[src/design/bcd_pkg.sv]
// ----------------------------------------------------------------------------
// bcd_pkg: shared types and constants for the button chord debouncer
// Event codes, configuration register indexes and field widths.
// ----------------------------------------------------------------------------
package bcd_pkg;

  localparam int BTN_COUNT  = 3;
  localparam int ENTRY_REGS = 4;

  localparam int TIME_W   = 32;
  localparam int MS_CFG_W = 16;
  localparam int ENTRY_W  = 8;
  localparam int ACTION_W = 5;
  localparam int EVENT_W  = 3;
  localparam int CFG_IDX_W  = 3;
  localparam int CFG_DATA_W = 16;

  typedef logic [BTN_COUNT-1:0] btn_mask_t;
  typedef logic [TIME_W-1:0]    ms_time_t;
  typedef logic [ACTION_W-1:0]  action_t;
  typedef logic [EVENT_W-1:0]   event_t;
  typedef logic [ENTRY_W-1:0]   chord_entry_t;

  // event codes
  localparam event_t EV_NONE  = 3'd0;
  localparam event_t EV_CHORD = 3'd1;
  localparam event_t EV_DOT   = 3'd2;
  localparam event_t EV_DASH  = 3'd3;
  localparam event_t EV_SEND  = 3'd4;

  // configuration register indexes
  localparam logic [CFG_IDX_W-1:0] CFG_DEBOUNCE   = 3'd0;
  localparam logic [CFG_IDX_W-1:0] CFG_WINDOW     = 3'd1;
  localparam logic [CFG_IDX_W-1:0] CFG_ENTRY_BASE = 3'd2;

  localparam logic [MS_CFG_W-1:0] DEBOUNCE_RESET = 16'd50;
  localparam logic [MS_CFG_W-1:0] WINDOW_RESET   = 16'd80;

  // one result item
  typedef struct packed {
    action_t chord_action;
    event_t  event_code;
  } result_t;

endpackage

[src/design/button_chord_debouncer.sv]
// ----------------------------------------------------------------------------
// button_chord_debouncer: three-button debouncer with chord detection
// Debounces dot, dash and send, gathers chords and emits one event per sample.
// ----------------------------------------------------------------------------
// Each sample on the input stream (a millisecond timestamp and the raw levels
// of dot, dash and send) produces exactly one result transaction. A sample is
// taken every cycle while in_tready is high: the whole update (three wrapping
// time compares, the window compare and a first-match search over the chord
// table) is one pass of logic from the state registers to the output stage,
// where the result of a sample is registered in the result register, or in
// the skid register while the output stalls. This two-entry output stage lets
// the input keep flowing while a result waits; in_tready drops only when both
// entries are full. Configuration writes are taken every cycle (cfg_ready is
// always high) and are meant to arrive while the block is idle.
module button_chord_debouncer import bcd_pkg::*; #(
  parameter int TABLE_ENTRIES = 4
) (
  input  logic                  clk,
  input  logic                  rst_n,
  // input stream, tdata: [31:0] now_ms, [34:32] raw_pressed, [39:35] zero
  input  logic                  in_tvalid,
  output logic                  in_tready,
  input  logic [39:0]           in_tdata,
  // result stream, tdata: [2:0] event_code, [7:3] chord_action
  output logic                  out_tvalid,
  input  logic                  out_tready,
  output logic [7:0]            out_tdata,
  // configuration write channel
  input  logic                  cfg_valid,
  output logic                  cfg_ready,
  input  logic [CFG_IDX_W-1:0]  cfg_index,
  input  logic [CFG_DATA_W-1:0] cfg_data
);

  // only table entries the search can reach are stored
  localparam int STORED = (TABLE_ENTRIES < ENTRY_REGS) ? TABLE_ENTRIES : ENTRY_REGS;

  // configuration registers
  logic [MS_CFG_W-1:0] debounce_ms_r;
  logic [MS_CFG_W-1:0] window_ms_r;
  chord_entry_t        entry_r [STORED];

  // debounce and chord state
  btn_mask_t raw_seen_r,      raw_seen_nxt;
  btn_mask_t stable_r,        stable_nxt;
  ms_time_t  change_time_r   [BTN_COUNT];
  ms_time_t  change_time_nxt [BTN_COUNT];
  btn_mask_t gathered_r,      gathered_nxt;
  ms_time_t  window_start_r,  window_start_nxt;
  logic      group_done_r,    group_done_nxt;
  action_t   recent_r,        recent_nxt;

  // output stage
  logic    out_valid_r;
  result_t out_data_r;
  logic    skid_valid_r;
  result_t skid_data_r;

  ms_time_t  now_ms;
  btn_mask_t raw_pressed;
  logic      in_acc;
  logic      out_take;
  result_t   result;

  assign now_ms      = in_tdata[TIME_W-1:0];
  assign raw_pressed = in_tdata[TIME_W +: BTN_COUNT];
  assign in_tready   = !skid_valid_r;
  assign in_acc      = in_tvalid && in_tready;
  assign out_take    = out_valid_r && out_tready;
  assign cfg_ready   = 1'b1;

  // ---------------------------------------------------------------------------
  // configuration
  // ---------------------------------------------------------------------------
  always_ff @(posedge clk) begin
    if (!rst_n) begin
      debounce_ms_r <= DEBOUNCE_RESET;
      window_ms_r   <= WINDOW_RESET;
    end else if (cfg_valid) begin
      if (cfg_index == CFG_DEBOUNCE) begin
        debounce_ms_r <= cfg_data;
      end
      if (cfg_index == CFG_WINDOW) begin
        window_ms_r <= cfg_data;
      end
    end
  end

  for (genvar k = 0; k < STORED; k++) begin : g_entry
    always_ff @(posedge clk) begin
      if (!rst_n) begin
        entry_r[k] <= '0;
      end else if (cfg_valid && (cfg_index == CFG_IDX_W'(CFG_ENTRY_BASE + k))) begin
        entry_r[k] <= cfg_data[ENTRY_W-1:0];
      end
    end
  end

  // ---------------------------------------------------------------------------
  // one-pass update for a sample
  // ---------------------------------------------------------------------------
  logic      fresh;
  btn_mask_t held;
  btn_mask_t gm1;
  ms_time_t  ws1;
  logic      gd1;
  ms_time_t  held_for  [BTN_COUNT];
  ms_time_t  window_age;
  action_t   found_act;
  logic      found;

  always_comb begin
    fresh = 1'b0;
    raw_seen_nxt = raw_pressed;
    stable_nxt   = stable_r;
    for (int i = 0; i < BTN_COUNT; i++) begin
      // a raw edge restarts that button's hold timer
      change_time_nxt[i] = (raw_pressed[i] != raw_seen_r[i]) ? now_ms : change_time_r[i];
      held_for[i] = now_ms - change_time_nxt[i];
      if (held_for[i] >= {{(TIME_W-MS_CFG_W){1'b0}}, debounce_ms_r}) begin
        stable_nxt[i] = raw_pressed[i];
        if (raw_pressed[i] && !stable_r[i]) begin
          fresh = 1'b1;
        end
      end
    end
    held = stable_nxt;

    // a fresh press with nothing gathered opens a new group
    gm1 = fresh ? held : gathered_r;
    ws1 = (fresh && gathered_r == '0) ? now_ms : window_start_r;
    gd1 = (fresh && gathered_r == '0) ? 1'b0 : group_done_r;
    window_age = now_ms - ws1;

    // first entry whose mask matches decides, even with an empty action
    found     = 1'b0;
    found_act = '0;
    for (int e = 0; e < STORED; e++) begin
      if (!found && entry_r[e][BTN_COUNT-1:0] == gm1) begin
        found     = 1'b1;
        found_act = entry_r[e][ENTRY_W-1 -: ACTION_W];
      end
    end

    gathered_nxt     = gm1;
    window_start_nxt = ws1;
    group_done_nxt   = gd1;
    recent_nxt       = recent_r;
    result.event_code = EV_NONE;

    if (gm1 != '0 && !gd1) begin
      if (window_age < {{(TIME_W-MS_CFG_W){1'b0}}, window_ms_r}) begin
        // window still open: follow the held mask
        gathered_nxt = held;
      end else begin
        // window expired: evaluate the gathered group once
        group_done_nxt = 1'b1;
        if (found_act != '0) begin
          recent_nxt = found_act;
          result.event_code = EV_CHORD;
        end else if (gm1[0]) begin
          result.event_code = EV_DOT;
        end else if (gm1[1]) begin
          result.event_code = EV_DASH;
        end else begin
          result.event_code = EV_SEND;
        end
      end
    end else if (held == '0 && gm1 != '0) begin
      // all released: re-arm
      gathered_nxt   = '0;
      group_done_nxt = 1'b0;
    end
    result.chord_action = recent_nxt;
  end

  always_ff @(posedge clk) begin
    if (!rst_n) begin
      raw_seen_r     <= '0;
      stable_r       <= '0;
      gathered_r     <= '0;
      window_start_r <= '0;
      group_done_r   <= 1'b0;
      recent_r       <= '0;
      for (int i = 0; i < BTN_COUNT; i++) begin
        change_time_r[i] <= '0;
      end
    end else if (in_acc) begin
      raw_seen_r     <= raw_seen_nxt;
      stable_r       <= stable_nxt;
      gathered_r     <= gathered_nxt;
      window_start_r <= window_start_nxt;
      group_done_r   <= group_done_nxt;
      recent_r       <= recent_nxt;
      for (int i = 0; i < BTN_COUNT; i++) begin
        change_time_r[i] <= change_time_nxt[i];
      end
    end
  end

  // ---------------------------------------------------------------------------
  // output stage: result register backed by a skid register
  // ---------------------------------------------------------------------------
  always_ff @(posedge clk) begin
    if (!rst_n) begin
      out_valid_r  <= 1'b0;
      skid_valid_r <= 1'b0;
    end else if (in_acc) begin
      if (!out_valid_r || out_take) begin
        out_valid_r <= 1'b1;
      end else begin
        skid_valid_r <= 1'b1;
      end
    end else if (out_take) begin
      out_valid_r  <= skid_valid_r;
      skid_valid_r <= 1'b0;
    end
  end

  always_ff @(posedge clk) begin
    if (in_acc) begin
      if (!out_valid_r || out_take) begin
        out_data_r <= result;
      end else begin
        skid_data_r <= result;
      end
    end else if (out_take && skid_valid_r) begin
      out_data_r <= skid_data_r;
    end
  end

  assign out_tvalid = out_valid_r;
  assign out_tdata  = out_data_r;

  // ---------------------------------------------------------------------------
  // assertions
  // ---------------------------------------------------------------------------
  // skid entry is only ever filled behind a full result register
  a_skid_behind_out: assert property (@(posedge clk) disable iff (!rst_n)
    skid_valid_r |-> out_valid_r)
    else $error("skid register valid while result register empty");

  // an evaluated group always has a nonzero gathered mask
  a_done_has_mask: assert property (@(posedge clk) disable iff (!rst_n)
    group_done_r |-> (gathered_r != '0))
    else $error("group marked done with empty gathered mask");

  // a chord event carries a nonempty action
  a_chord_action: assert property (@(posedge clk) disable iff (!rst_n)
    (out_valid_r && out_data_r.event_code == EV_CHORD) |-> (out_data_r.chord_action != '0))
    else $error("chord event with empty action");

  // a sample taken into the skid entry means the result was stalled
  a_skid_fill: assert property (@(posedge clk) disable iff (!rst_n)
    (in_acc && out_valid_r && !out_tready) |=> skid_valid_r)
    else $error("stalled result lost a new sample");

endmodule
[config.mk]
export PLATFORM = sky130hd
export DESIGN_NAME = button_chord_debouncer
export DESIGN_NICKNAME = d
export VERILOG_FILES = /design/src/design/bcd_pkg.sv /design/src/design/button_chord_debouncer.sv
export SDC_FILE = /design/constraint.sdc
export NUM_CORES = 1
export LEC_CHECK = 0
export BUFFER_PORTS_ARGS = -buffer_cell sky130_fd_sc_hd__buf_2
export CORE_ASPECT_RATIO = 1.75
export CORE_MARGIN = 2
export CORE_UTILIZATION = 42
export CTS_CLUSTER_SIZE = 10
export DETAILED_ROUTE_END_ITERATION = 8
export PLACE_DENSITY_LB_ADDON = 0.1
export SYNTH_ARGS = -nofsm -noshare
export SYNTH_HDL_FRONTEND = slang
export SYNTH_SLANG_ARGS = --single-unit
[constraint.sdc]
create_clock -name clk -period 14.6 [get_ports clk]
set_clock_uncertainty 0.1 [all_clocks]
set_input_delay 2.92 -clock clk [delete_from_list [all_inputs] [get_ports clk]]
set_output_delay 2.92 -clock clk [all_outputs]
set_load 0.01 [all_outputs]
==> Word-level counts from Yosys, hierarchy flattened <==
Memories as Yosys holds them, arrays and structs flattened.
Index checks and enable logic that the tools add are counted.
{ "totals": {"register_bits": 97, "ram_bits": 128, "in_bits": 64, "output_inout_bits": 11, "mem_count": 2} }
{ "memory_table": {"columns": ["memory", "words", "width", "rd", "rd_clocked_by_memory_dff", "write_ports", "line_no", "text"], "rows": [
  ["change_time_r", 3, 32, 3, 0, 3, "button_chord_debouncer.sv:46", "ms_time_t change_time_r [BTN_COUNT];"],
  ["entry_r", 4, 8, 4, 0, 4, "button_chord_debouncer.sv:41", "chord_entry_t entry_r [STORED];"]
]} }
{ "op_classes": {"add_sub_neg": 4, "magnitude_cmp": 4, "eq_ne": 14, "muxes": 68, "bitwise": 8, "n_reduce_logical": 39} }
{ "ops": {"columns": ["op", "count"], "rows": [
  ["32-bit two-way mux", 7],
  ["32-bit subtractor", 4],
  ["32-bit by 16-bit greater-or-equal comparator with 1-bit output", 3],
  ["8-bit two-way mux", 7],
  ["1-bit two-way mux", 38],
  ["5-bit two-way mux", 7],
  ["32-bit by 16-bit < comparator with 1-bit output", 1],
  ["3-bit two-way mux", 9],
  ["1-bit logical AND", 16],
  ["3-bit == test", 4],
  ["2-bit AND reduction", 6],
  ["1-bit zero test", 9],
  ["3-bit zero test", 3],
  ["1-bit bitwise OR", 7],
  ["3-bit by 2-bit == test with 1-bit output (second input constant)", 2],
  ["3-bit == test (second input constant)", 2],
  ["5-bit nonzero test", 1],
  ["2-bit nonzero test", 2],
  ["3-bit by 1-bit == test with 1-bit output (second input constant)", 1],
  ["1-bit inequality test", 3],
  ["3-bit nonzero test", 1],
  ["2-bit by 1-bit inequality test with 1-bit output (second input constant)", 1],
  ["2-bit inequality test (second input constant)", 1],
  ["1-bit logical OR", 1],
  ["1-bit NOT", 1]
]} }

==> Logic depth before layout (Yosys ltp) <==
Gate-level depths: netlist of the first run.
{ "depth": {"ltp_word": 27, "depth_mapped": 56, "mapped_depth_nobuf": 51} }

==> Least setup slack after synthesis of the first run <==
Ideal clock, no wire load.
{ "synth_path": {"path_type": "input-to-reg", "from": "input port in_tdata[34]", "to": "register skid_data_r[7] in the netlist's numbering (data pin)", "arrival_ns": 13.836, "required_ns": 14.241, "setup_slack_ns": 0.405, "stages": 55, "path_buffers": 5, "path_cell_list": "xnor2_1 -> clkbuf_1 -> nand2_1 -> o21ai_0 -> ha_1 -> inv_1 -> fa_1 -> a211oi_1 -> o21ai_0 -> nand3_1 -> and2_1 -> o21ai_0 -> a21o_1 -> a21oi_1 -> xnor2_1 -> ha_1 -> a211oi_1 -> nor2_1 -> [... 19 more ...] -> maj3_1 -> a21o_1 -> or2_2 -> a21o_1 -> a21oi_1 -> nor2_1 -> xnor2_1 -> ha_1 -> a21oi_1 -> nand2_1 -> or4_1 -> a311oi_1 -> o211a_1 -> nor4bb_1 -> nand3_1 -> clkbuf_1 -> a31oi_1 -> a21oi_1"} }
{ "synth_rtl": {"columns": ["item", "line_no", "text"], "rows": [
  ["from (decl)", "button_chord_debouncer.sv:23", "input logic [39:0] in_tdata,"],
  ["to (signal assigned)", "button_chord_debouncer.sv:225", "skid_data_r <= result;"],
  ["to (decl)", "button_chord_debouncer.sv:57", "result_t skid_data_r;"]
]} }

==> Final worst setup path of the first run <==
{ "layout_path": {"from": "input port in_tdata[34]", "to": "register skid_data_r[5] in the netlist's numbering (data pin)"} }
{ "layout_rtl": {"columns": ["item", "line_no", "text"], "rows": [
  ["1-bit inequality test", "button_chord_debouncer.sv:118", "change_time_nxt[i] = (raw_pressed[i] != raw_seen_r[i]) ? now_ms : change_time_r[i];"],
  ["32-bit two-way mux", "button_chord_debouncer.sv:118", null],
  ["32-bit subtractor", "button_chord_debouncer.sv:119", "held_for[i] = now_ms - change_time_nxt[i];"],
  ["32-bit by 16-bit greater-or-equal comparator with 1-bit output", "button_chord_debouncer.sv:120", "if (held_for[i] >= {{(TIME_W-MS_CFG_W){1'b0}}, debounce_ms_r}) begin"],
  ["1-bit two-way mux *", "button_chord_debouncer.sv:120", null],
  ["1-bit logical AND *", "button_chord_debouncer.sv:131", "ws1 = (fresh && gathered_r == '0) ? now_ms : window_start_r;"],
  ["32-bit two-way mux *", "button_chord_debouncer.sv:131", null],
  ["named net window_start_nxt[0]", "button_chord_debouncer.sv:49", "ms_time_t window_start_r, window_start_nxt;"],
  ["32-bit subtractor *", "button_chord_debouncer.sv:133", "window_age = now_ms - ws1;"],
  ["32-bit by 16-bit < comparator with 1-bit output *", "button_chord_debouncer.sv:152", "if (window_age < {{(TIME_W-MS_CFG_W){1'b0}}, window_ms_r}) begin"],
  ["5-bit two-way mux *", "button_chord_debouncer.sv:152", null],
  ["5-bit two-way mux *", "button_chord_debouncer.sv:151", "if (gm1 != '0 && !gd1) begin"],
  ["named net recent_nxt[2]", "button_chord_debouncer.sv:51", "action_t recent_r, recent_nxt;"]
]} }
The timed path passes the listed nets; every way through them passes the cells marked *.
A chain may end at the register's enable or synchronous reset.

==> results of run 1 <==
## metal layers
layer / GRT usage, % / share of wire [%]
met2: 55.3 / 55
met1: 27.6 / 35
met5: 0 / 0.023
met3: 2.49 / 3.4
met4: 15.4 / 6.1
## flip-flops by register name (all words and copies together) (netlist names), 3 cells and up
register and cells:
stable_r 3, out_tdata 8, window_start_r 32, raw_seen_r 3, entry_r 32, debounce_ms_r 16
change_time_r 96, recent_r 5, window_ms_r 16, gathered_r 3, skid_data_r 8
## critical path, delay by kind of cell
kind | cells | cell delay, ns
AND/OR/NAND/NOR | 12 | 2.12
XOR/XNOR | 3 | 0.58
adder cells (fa/ha/maj) | 5 | 1.30
buffers and inverters | 6 | 1.03
AO/OA/AOI/OAI | 26 | 6.08
## path summary, 6_finish.rpt
check	depth (start not counted)	startpoint	slack [ns]	end
worst max-delay path	52	in_tdata[34]	0.76	skid_data_r[5]$_DFFE_PP_
worst min-delay path	2	window_ms_r[1]$_SDFFE_PN0P_	0.36	window_ms_r[1]$_SDFFE_PN0P_
worst max register to register	51	raw_seen_r[2]$_SDFFE_PN0P_	2.81	skid_data_r[5]$_DFFE_PP_
worst min register to register	2	window_ms_r[1]$_SDFFE_PN0P_	0.36	window_ms_r[1]$_SDFFE_PN0P_
## stage by stage
stage          hold slack [ns]  total power [mW]  TNS (ns)  cell area [um2]  util, %
3_3_place_gp             0.343              1.99         0            21900     45.8
3_5_place_dp             0.350              2.00   -0.0920            21900     45.8
4_1_cts                  0.359              2.67         0            22700     47.5
2_1_floorplan            0.334              1.62         0            20400        -
5_1_grt                  0.383              2.83         0            22800     47.5
6_report                 0.358              2.66         0            22800     47.5
## final cells by class
cell class,count,area (um2),area share [%]
clock buffers,48,795,3.49
flip-flops and latches,225,5950,26.1
inverters,90,338,1.48
clock inverters,2,25.0,0.110
repair buffers,178,1180,5.18
well taps,648,811,3.56
multi-input cells,2044,13700,60.0
## cells in the mapped netlist, types with 7 or more instances
cell	count
a31oi_1	27
inv_1	89
xor2_1	44
ha_1	174
o22ai_1	7
o211a_1	7
and4_1	11
dfxtp_1	81
o31ai_1	28
nand3_1	49
a211o_1	9
a2111oi_0	12
clkbuf_1	104
nor3_1	65
and3_1	20
nand4_1	40
a21boi_0	9
o21a_1	22
nand2_1	234
nand2b_1	45
edfxtp_1	144
o211ai_1	18
nor4_1	21
mux2i_1	106
or3_1	17
nor2b_1	24
a21o_1	57
and2_1	54
buf_1	10
o21bai_1	12
a31o_2	12
a21oi_1	253
or2_2	8
nor2_1	277
a311oi_1	15
o21ai_1	8
maj3_1	14
a211oi_1	61
o21ai_0	117
buf_2	9
or4_1	7
xnor2_1	53
## power groups by stage
stage	clock network [mW]	registers, mW	logic (mW)
final	0.657	0.754	1.25
after global routing	0.696	0.760	1.37
after CTS	0.672	0.754	1.24
after detailed placement	0	0.768	1.23
after global placement	0	0.766	1.22
after floorplan	0	0.762	0.861
## kinds of logic after synthesis
logic type               count (synthesis)  share of synthesized area (%)
AO/OA/AOI/OAI                          751                           24.2
XOR/XNOR                                97                           4.17
adder cells (fa/ha/maj)                191                           11.7
buffers and inverters                  221                           4.36
flip-flops                             225                           29.2
multiplexers                           111                           5.52
other                                    1                         0.0184
AND/OR/NAND/NOR                        893                           20.9
## placed cells by master, fill, tap and decap left out, drive strengths merged, types with 15 or more instances in the layout
cell type / count
a2111oi: 15
a211oi: 64
a21o: 57
a21oi: 254
a311oi: 17
a31oi: 27
and2: 55
and3: 21
buf: 178
clkbuf: 48
dfxtp: 81
edfxtp: 144
ha: 174
inv: 90
mux2i: 106
nand2: 234
nand2b: 45
nand3: 49
nand4: 40
nor2: 277
nor2b: 24
nor3: 65
nor4: 22
o211ai: 18
o21a: 23
o21ai: 125
o31ai: 28
or3: 17
xnor2: 53
xor2: 44
==> reports/metrics.cfg, run 1 <==
[place]
dp.cells = 3185
dp_hpwl_um = 56100
dp_slack_ns = -0.0377
port_buffers = 68
place.gp.congestion = 0.992

[power]
powerDensity_nw_per_um2 = 117
vdd_drop_max_uv = 87.8
switching_power_mw = 1.08
internal-power_mw = 1.58
switching_share_pct = 40.5
p_seq_share_pct = 28.4
combinationalPowerShare_pct = 46.9
clkPwrFrac_pct = 24.7
leakagePower_nw = 9.19

[finish]
antenna_cells = 0
stdcell_count = 3235
layout-drive-gt1-share_pct = 10.6
final_nets = 2807
num-fill-cells = 4774
syn_to_final_growth_pct = 11.6

[synthesis]
synth_nets = 2731
ys_async_sr_fraction_pct = 0
synth_area_um2 = 20400
yosys_warnings = 0
synth_largest_area_cell = edfxtp_1
synth-edff-count = 144
ys_types = 90
syn_avg_cell_area_um2 = 8.19
yosysTopAreaCellShare_pct = 21.2
synth-seq-area-share_pct = 29.2
synth-seq-cells = 225
synth_area_leaders = edfxtp_1, ha_1, dfxtp_1, a21oi_1, mux2i_1
netlist_instances = 2490
ys.flop_type = edfxtp_1

[drt]
wl_per_cell_um = 21.9
wirelength_um = 70700
ant_nets = 0
drtIter0Drc = 1076
drc = 0
via_count = 19354
drtPass1Iterations = 5
routed_via_density = 5.98

[global_routing]
grt_pass1_vias = 19549
grt_overflow = 0
grt_max_degree = 77
antenna_found_initial = 1
grt_pass1_wl_um = 108000
grtUsageTotal_pct = 27.8

[setup_path]
path_class = input port to flop
start_kind = input port
path_max_fanout = 10
endpoint_kind = flop
cpPeakStageDelay_ns = 0.56
crit_required_ns = 14.79
slowest_stage = o41a_1
critPathMostFrequentCell = buf_4
cp_data_arrival_time_ns = 14.03

[floorplan]
dieArea_um2 = 50400
ios = 75
die_h_um = 295
die_width_um = 171
start_util_pct = 42.6
num_rows = 106
coreArea_um2 = 47900

[clock_tree]
root_buffer = clkbuf_16
cts_tree = done
cts_setup_buffers = 0
htreeDepth = 1
cts-hold-fix-buffers = 0
cts-buffers-inserted = 27
clk_path_buf_depth = 3
cts_resized = 0
insertion_delay_ns = 0.59
clock_sinks = 225
clkTransAtPathRegs_ns = 0.06

[run]
drv_cap = 0

[run_status]
status = finished, final reports clean

[timing]
slew_headroom_pct = 15.6
final-setup-viol-count = 0
finalHoldViolCount = 0
max_freq_mhz = 72.3
rsz0062_at_grt = false
fin_ws_ns = 0.763
finalCritPeriodShare_pct = 94.8
slew_viol_final = 0
layout_min_cycle_time_ns = 13.84
tightest_slew_ns = 1.26

[hold_path]
min_path_type = flop to flop

Note: power is estimated with default switching activity, not from simulation.
==> inputs of run 2 (changes only) <==
==> constraint.sdc (replaced) <==
create_clock -name clk -period 14.6 [get_ports clk]
set_clock_uncertainty 0.1 [all_clocks]
set_input_delay 2.19 -clock clk [delete_from_list [all_inputs] [get_ports clk]]
set_output_delay 2.19 -clock clk [all_outputs]
set_load 0.01 [all_outputs]
==> run 2 against run 1 <==
Clock power is essentially flat. Worst setup slack improved by 0.15 ns. Wire length fell by 0.70%. Highest routed layer unchanged.
==> reports/metrics.cfg, run 2 (synthesized netlist as in run 1, its figures left out) <==
[floorplan]
die_width_um = 171
dieArea_um2 = 50400
coreArea_um2 = 47900
ios = 75
start_util_pct = 42.6
die_h_um = 295
num_rows = 106

[drt]
via_count = 19089
routed_via_density = 5.97
drtIter0Drc = 977
wirelength_um = 70200
ant_nets = 0
drtPass1Iterations = 6
wl_per_cell_um = 22.0
drc = 0

[clock_tree]
insertion_delay_ns = 0.59
cts_setup_buffers = 0
cts-buffers-inserted = 28
htreeDepth = 1
clock_sinks = 225
clkTransAtPathRegs_ns = 0.06
clk_path_buf_depth = 3
root_buffer = clkbuf_16
cts-hold-fix-buffers = 0
cts_resized = 0
cts_tree = done

[finish]
final_nets = 2766
top_regs = change_time_r: 96 flops, entry_r: 32 flops, window_start_r: 32 flops
syn_to_final_growth_pct = 10.1
fin_area_um2 = 22500
layout-drive-gt1-share_pct = 8.99
final_cell_mix = nor2_1, a21oi_1, nand2_1, ha_1, edfxtp_1
fin_util_pct = 46.9
final_common_cell = nor2_1
largest-register = change_time_r
largest_reg_flops = 96
num-fill-cells = 4842

[timing]
fin_ws_ns = 0.908
slew_headroom_pct = 20.0
rsz0062_at_grt = false
layout_min_cycle_time_ns = 13.69
max_freq_mhz = 73.0
finalHoldViolCount = 0
finalSetupTns_ns = 0
finalCritPeriodShare_pct = 93.8
slew_viol_final = 0
tightest_slew_ns = 1.19
final-setup-viol-count = 0

[global_routing]
grt_pass1_wl_um = 107000
antenna_found_initial = 2
grt_overflow = 0
grt_pass1_vias = 19425
grt_max_degree = 94
grtUsageTotal_pct = 27.6

[power]
leakagePower_nw = 9.00
switching_share_pct = 40.5
internal-power_mw = 1.57
p_seq_share_pct = 28.6
powerDensity_nw_per_um2 = 117
clkPwrFrac_pct = 24.9
power.total_mw = 2.63
vdd_drop_max_uv = 86.7
switching_power_mw = 1.07
combinationalPowerShare_pct = 46.4

[setup_path]
cpPeakStageDelay_ns = 0.69
crit_required_ns = 14.80
path_max_fanout = 24
slowest_stage = a2111oi_1
start_kind = input port
cp_data_arrival_time_ns = 13.89
path_class = input port to flop
endpoint_kind = flop
critPathMostFrequentCell = buf_4

[place]
port_buffers = 68
dp_hpwl_um = 55400
dpl_cell_area_um2 = 21600
place.gp.congestion = 1.00
dp_slack_ns = -0.0583

[hold_path]
min_path_type = flop to flop

[run_status]
status = finished, final reports clean

[run]
drv_cap = 0

[run 2: area by class of cell]
class,count,area [um2],share of cell area [%]
Antenna cell,1,2.50,0.0111
Multi-Input combinational cell,2044,13700,60.8
Clock buffer,47,792,3.53
Tap cell,648,811,3.61
Timing Repair Buffer,136,876,3.90
Inverter,90,338,1.50
Clock inverter,5,37.5,0.167
Sequential cell,225,5950,26.5
[run 2: per-stage QoR]
| stage | instances | hold WS, ns |
|---|---|---|
| floorplan | 2490 | 0.334 |
| global placement | 3143 | 0.342 |
| detailed placement | 3143 | 0.350 |
| CTS | 3195 | 0.358 |
| global route | 3196 | 0.367 |
| finish | 3196 | 0.357 |
[run 2: final timing paths]
path,from,endpoint,slack [ns],cells after the start
worst max register to register,raw_seen_r[1]$_SDFFE_PN0P_,out_tdata[5]$_DFFE_PP_,2.28,51
worst min register to register,window_ms_r[12]$_SDFFE_PN0P_,window_ms_r[12]$_SDFFE_PN0P_,0.36,2
worst max-delay path,in_tdata[33],out_tdata[5]$_DFFE_PP_,0.91,52
worst min-delay path,window_ms_r[12]$_SDFFE_PN0P_,window_ms_r[12]$_SDFFE_PN0P_,0.36,2
[run 2: routing by layer]
metal / wire length, um / up-vias / GRT usage (%)
met1: 25000 / 9154 / 26.9
met5: 13 / - / 0
met4: 4320 / 2 / 15.6
met3: 2260 / 187 / 2.48
met2: 38700 / 439 / 55.3
li1: - / 9307 / -
[run 2: power groups by stage]
stage	Combinational, mW	Sequential (mW)	Clock (mW)
4_1_cts	1.22	0.754	0.674
3_3_place_gp	1.20	0.765	0
3_5_place_dp	1.21	0.767	0
6_report	1.22	0.754	0.657
2_1_floorplan	0.861	0.762	0
5_1_grt	1.35	0.760	0.696
[run 2: critical path, delay by kind of cell]
family | cells | cell delay (ns)
AO/OA/AOI/OAI | 24 | 5.50
multiplexers | 1 | 0.29
adder cells (fa/ha/maj) | 5 | 1.33
XOR/XNOR | 3 | 0.80
buffers and inverters | 8 | 1.69
AND/OR/NAND/NOR | 11 | 2.07
==> inputs of run 3 (changes only) <==
--- a/config.mk
+++ b/config.mk
@@ -12,6 +12,7 @@
 export CTS_CLUSTER_SIZE = 10
 export DETAILED_ROUTE_END_ITERATION = 8
 export PLACE_DENSITY_LB_ADDON = 0.1
+export REMOVE_ABC_BUFFERS = 1
 export SYNTH_ARGS = -nofsm -noshare
 export SYNTH_HDL_FRONTEND = slang
 export SYNTH_SLANG_ARGS = --single-unit
==> run 3 against run 2 <==
Highest routed layer is now met4. Global-route usage down 0.49 points. Sequential power about the same. Worst hold slack better by 0.0024 ns. Critical path type unchanged. Largest power group unchanged.
==> reports/metrics.cfg, run 3 (synthesized netlist as in run 1, its figures left out) <==
[place]
place.gp.congestion = 0.943
dp_hpwl_um = 54600
dpl_cell_area_um2 = 21400
port_buffers = 68

[global_routing]
grt_max_degree = 83
grt_pass1_vias = 19233
antenna_found_initial = 1
grt_overflow = 0
grtUsageTotal_pct = 27.1
grt_pass1_wl_um = 105000

[setup_path]
cpPeakStageDelay_ns = 0.58
slowest_stage = o41a_1
start_kind = input port
cp_data_arrival_time_ns = 13.87
crit_buf_inv = 5
path_max_fanout = 10
path_class = input port to flop
endpoint_kind = flop
crit_required_ns = 14.96
critPathMostFrequentCell = o21ai_0
cp_top_family = compound AO/OA/AOI/OAI gates

[power]
internal-power_mw = 1.55
leakagePower_nw = 8.87
switching_power_mw = 1.07
p_seq_share_pct = 28.9
switching_share_pct = 40.8
combinationalPowerShare_pct = 46.2
vdd_drop_max_uv = 87.9
powerDensity_nw_per_um2 = 118
clkPwrFrac_pct = 25.0

[floorplan]
num_rows = 106
start_util_pct = 42.6
dieArea_um2 = 50400
coreArea_um2 = 47900
ios = 75
die_h_um = 295
die_width_um = 171

[finish]
largest-register = change_time_r
top_regs = change_time_r: 96 flops, entry_r: 32 flops, window_start_r: 32 flops
final_common_cell = nor2_1
final_nets = 2742
final_cell_mix = nor2_1, a21oi_1, nand2_1, ha_1, edfxtp_1
largest_reg_flops = 96
fin_area_um2 = 22200
layout-drive-gt1-share_pct = 8.05
syn_to_final_growth_pct = 9.11

[timing]
fin_hold_ws_ns = 0.359
finalCritPeriodShare_pct = 92.5
rsz0062_at_grt = false
tightest_slew_ns = 1.15
slew_viol_final = 0
slew_headroom_pct = 22.9
max_freq_mhz = 74.0
finalHoldViolCount = 0
final-setup-viol-count = 0
layout_min_cycle_time_ns = 13.50

[clock_tree]
clkTransAtPathRegs_ns = 0.06
cts_setup_buffers = 0
cts_tree = done
clock_sinks = 225
cts-buffers-inserted = 27
clk_path_buf_depth = 3
insertion_delay_ns = 0.58
root_buffer = clkbuf_16
htreeDepth = 1
cts-hold-fix-buffers = 0
cts_resized = 0

[drt]
wirelength_um = 68900
drtIter0Drc = 983
drtPass1Iterations = 5
ant_nets = 0
wl_per_cell_um = 21.7
drc = 0
via_count = 18916
routed_via_density = 5.97

[run_status]
status = finished, final reports clean

[hold_path]
min_path_type = flop to flop

[run]
drv_cap = 0

run 3: cell types whose count changed in the layout (fill, tap and decap cells not counted), sizes merged:
cell	before	now
buf	136	113
clkbuf	47	46
clkinv	5	3
run 3: layout make-up:
type / instances / area, um2
Sequential cell: 225 / 5950
Timing Repair Buffer: 113 / 691
Antenna cell: 1 / 2.50
Tap cell: 648 / 811
Clock inverter: 3 / 28.8
Multi-Input combinational cell: 2044 / 13700
Inverter: 90 / 338
Fill cell: 4785 / 25600
Clock buffer: 46 / 777
run 3: worst paths after layout:
| kind | end | from | cells after the start | slack, ns |
|---|---|---|---|---|
| min reg2reg | window_ms_r[2]$_SDFFE_PN0P_ | window_ms_r[2]$_SDFFE_PN0P_ | 2 | 0.36 |
| min | window_ms_r[2]$_SDFFE_PN0P_ | window_ms_r[2]$_SDFFE_PN0P_ | 2 | 0.36 |
| max | gathered_r[0]$_SDFFE_PN0P_ | in_tdata[34] | 54 | 1.10 |
| max reg2reg | gathered_r[0]$_SDFFE_PN0P_ | raw_seen_r[2]$_SDFFE_PN0P_ | 53 | 2.43 |
run 3: tightest hold or removal path, cell delays in order, from the launching register on:
cell and delay, ns:
dfxtp_1 0.31, nand2_1 0.05, a21oi_1 0.05
run 3: routing by layer:
| layer | GRT usage (%) | share of wire (%) |
|---|---|---|
| met5 | 0 | 0 |
| met3 | 2.02 | 2.8 |
| met2 | 53.3 | 54 |
| met4 | 16.2 | 6.6 |
| met1 | 27.2 | 36 |
run 3: per-stage QoR:
stage	util, %	worst slack (ns)	power (mW)	setup TNS (ns)	cells
3_5_place_dp	44.7	0.312	1.96	0	3120
2_1_floorplan	-	-1.84	1.61	-42.75	2359
6_report	46.5	1.10	2.61	0	3170
3_3_place_gp	44.7	0.440	1.95	0	3120
4_1_cts	46.4	0.870	2.63	0	3169
5_1_grt	46.5	0.0958	2.78	0	3170
run 3: power by group through the flow:
| stage | registers [mW] | logic (mW) | clock network (mW) |
|---|---|---|---|
| after global routing | 0.760 | 1.33 | 0.691 |
| after global placement | 0.766 | 1.18 | 0 |
| after floorplan | 0.764 | 0.846 | 0 |
| after CTS | 0.754 | 1.20 | 0.668 |
| after detailed placement | 0.768 | 1.20 | 0 |
| final | 0.754 | 1.21 | 0.652 |
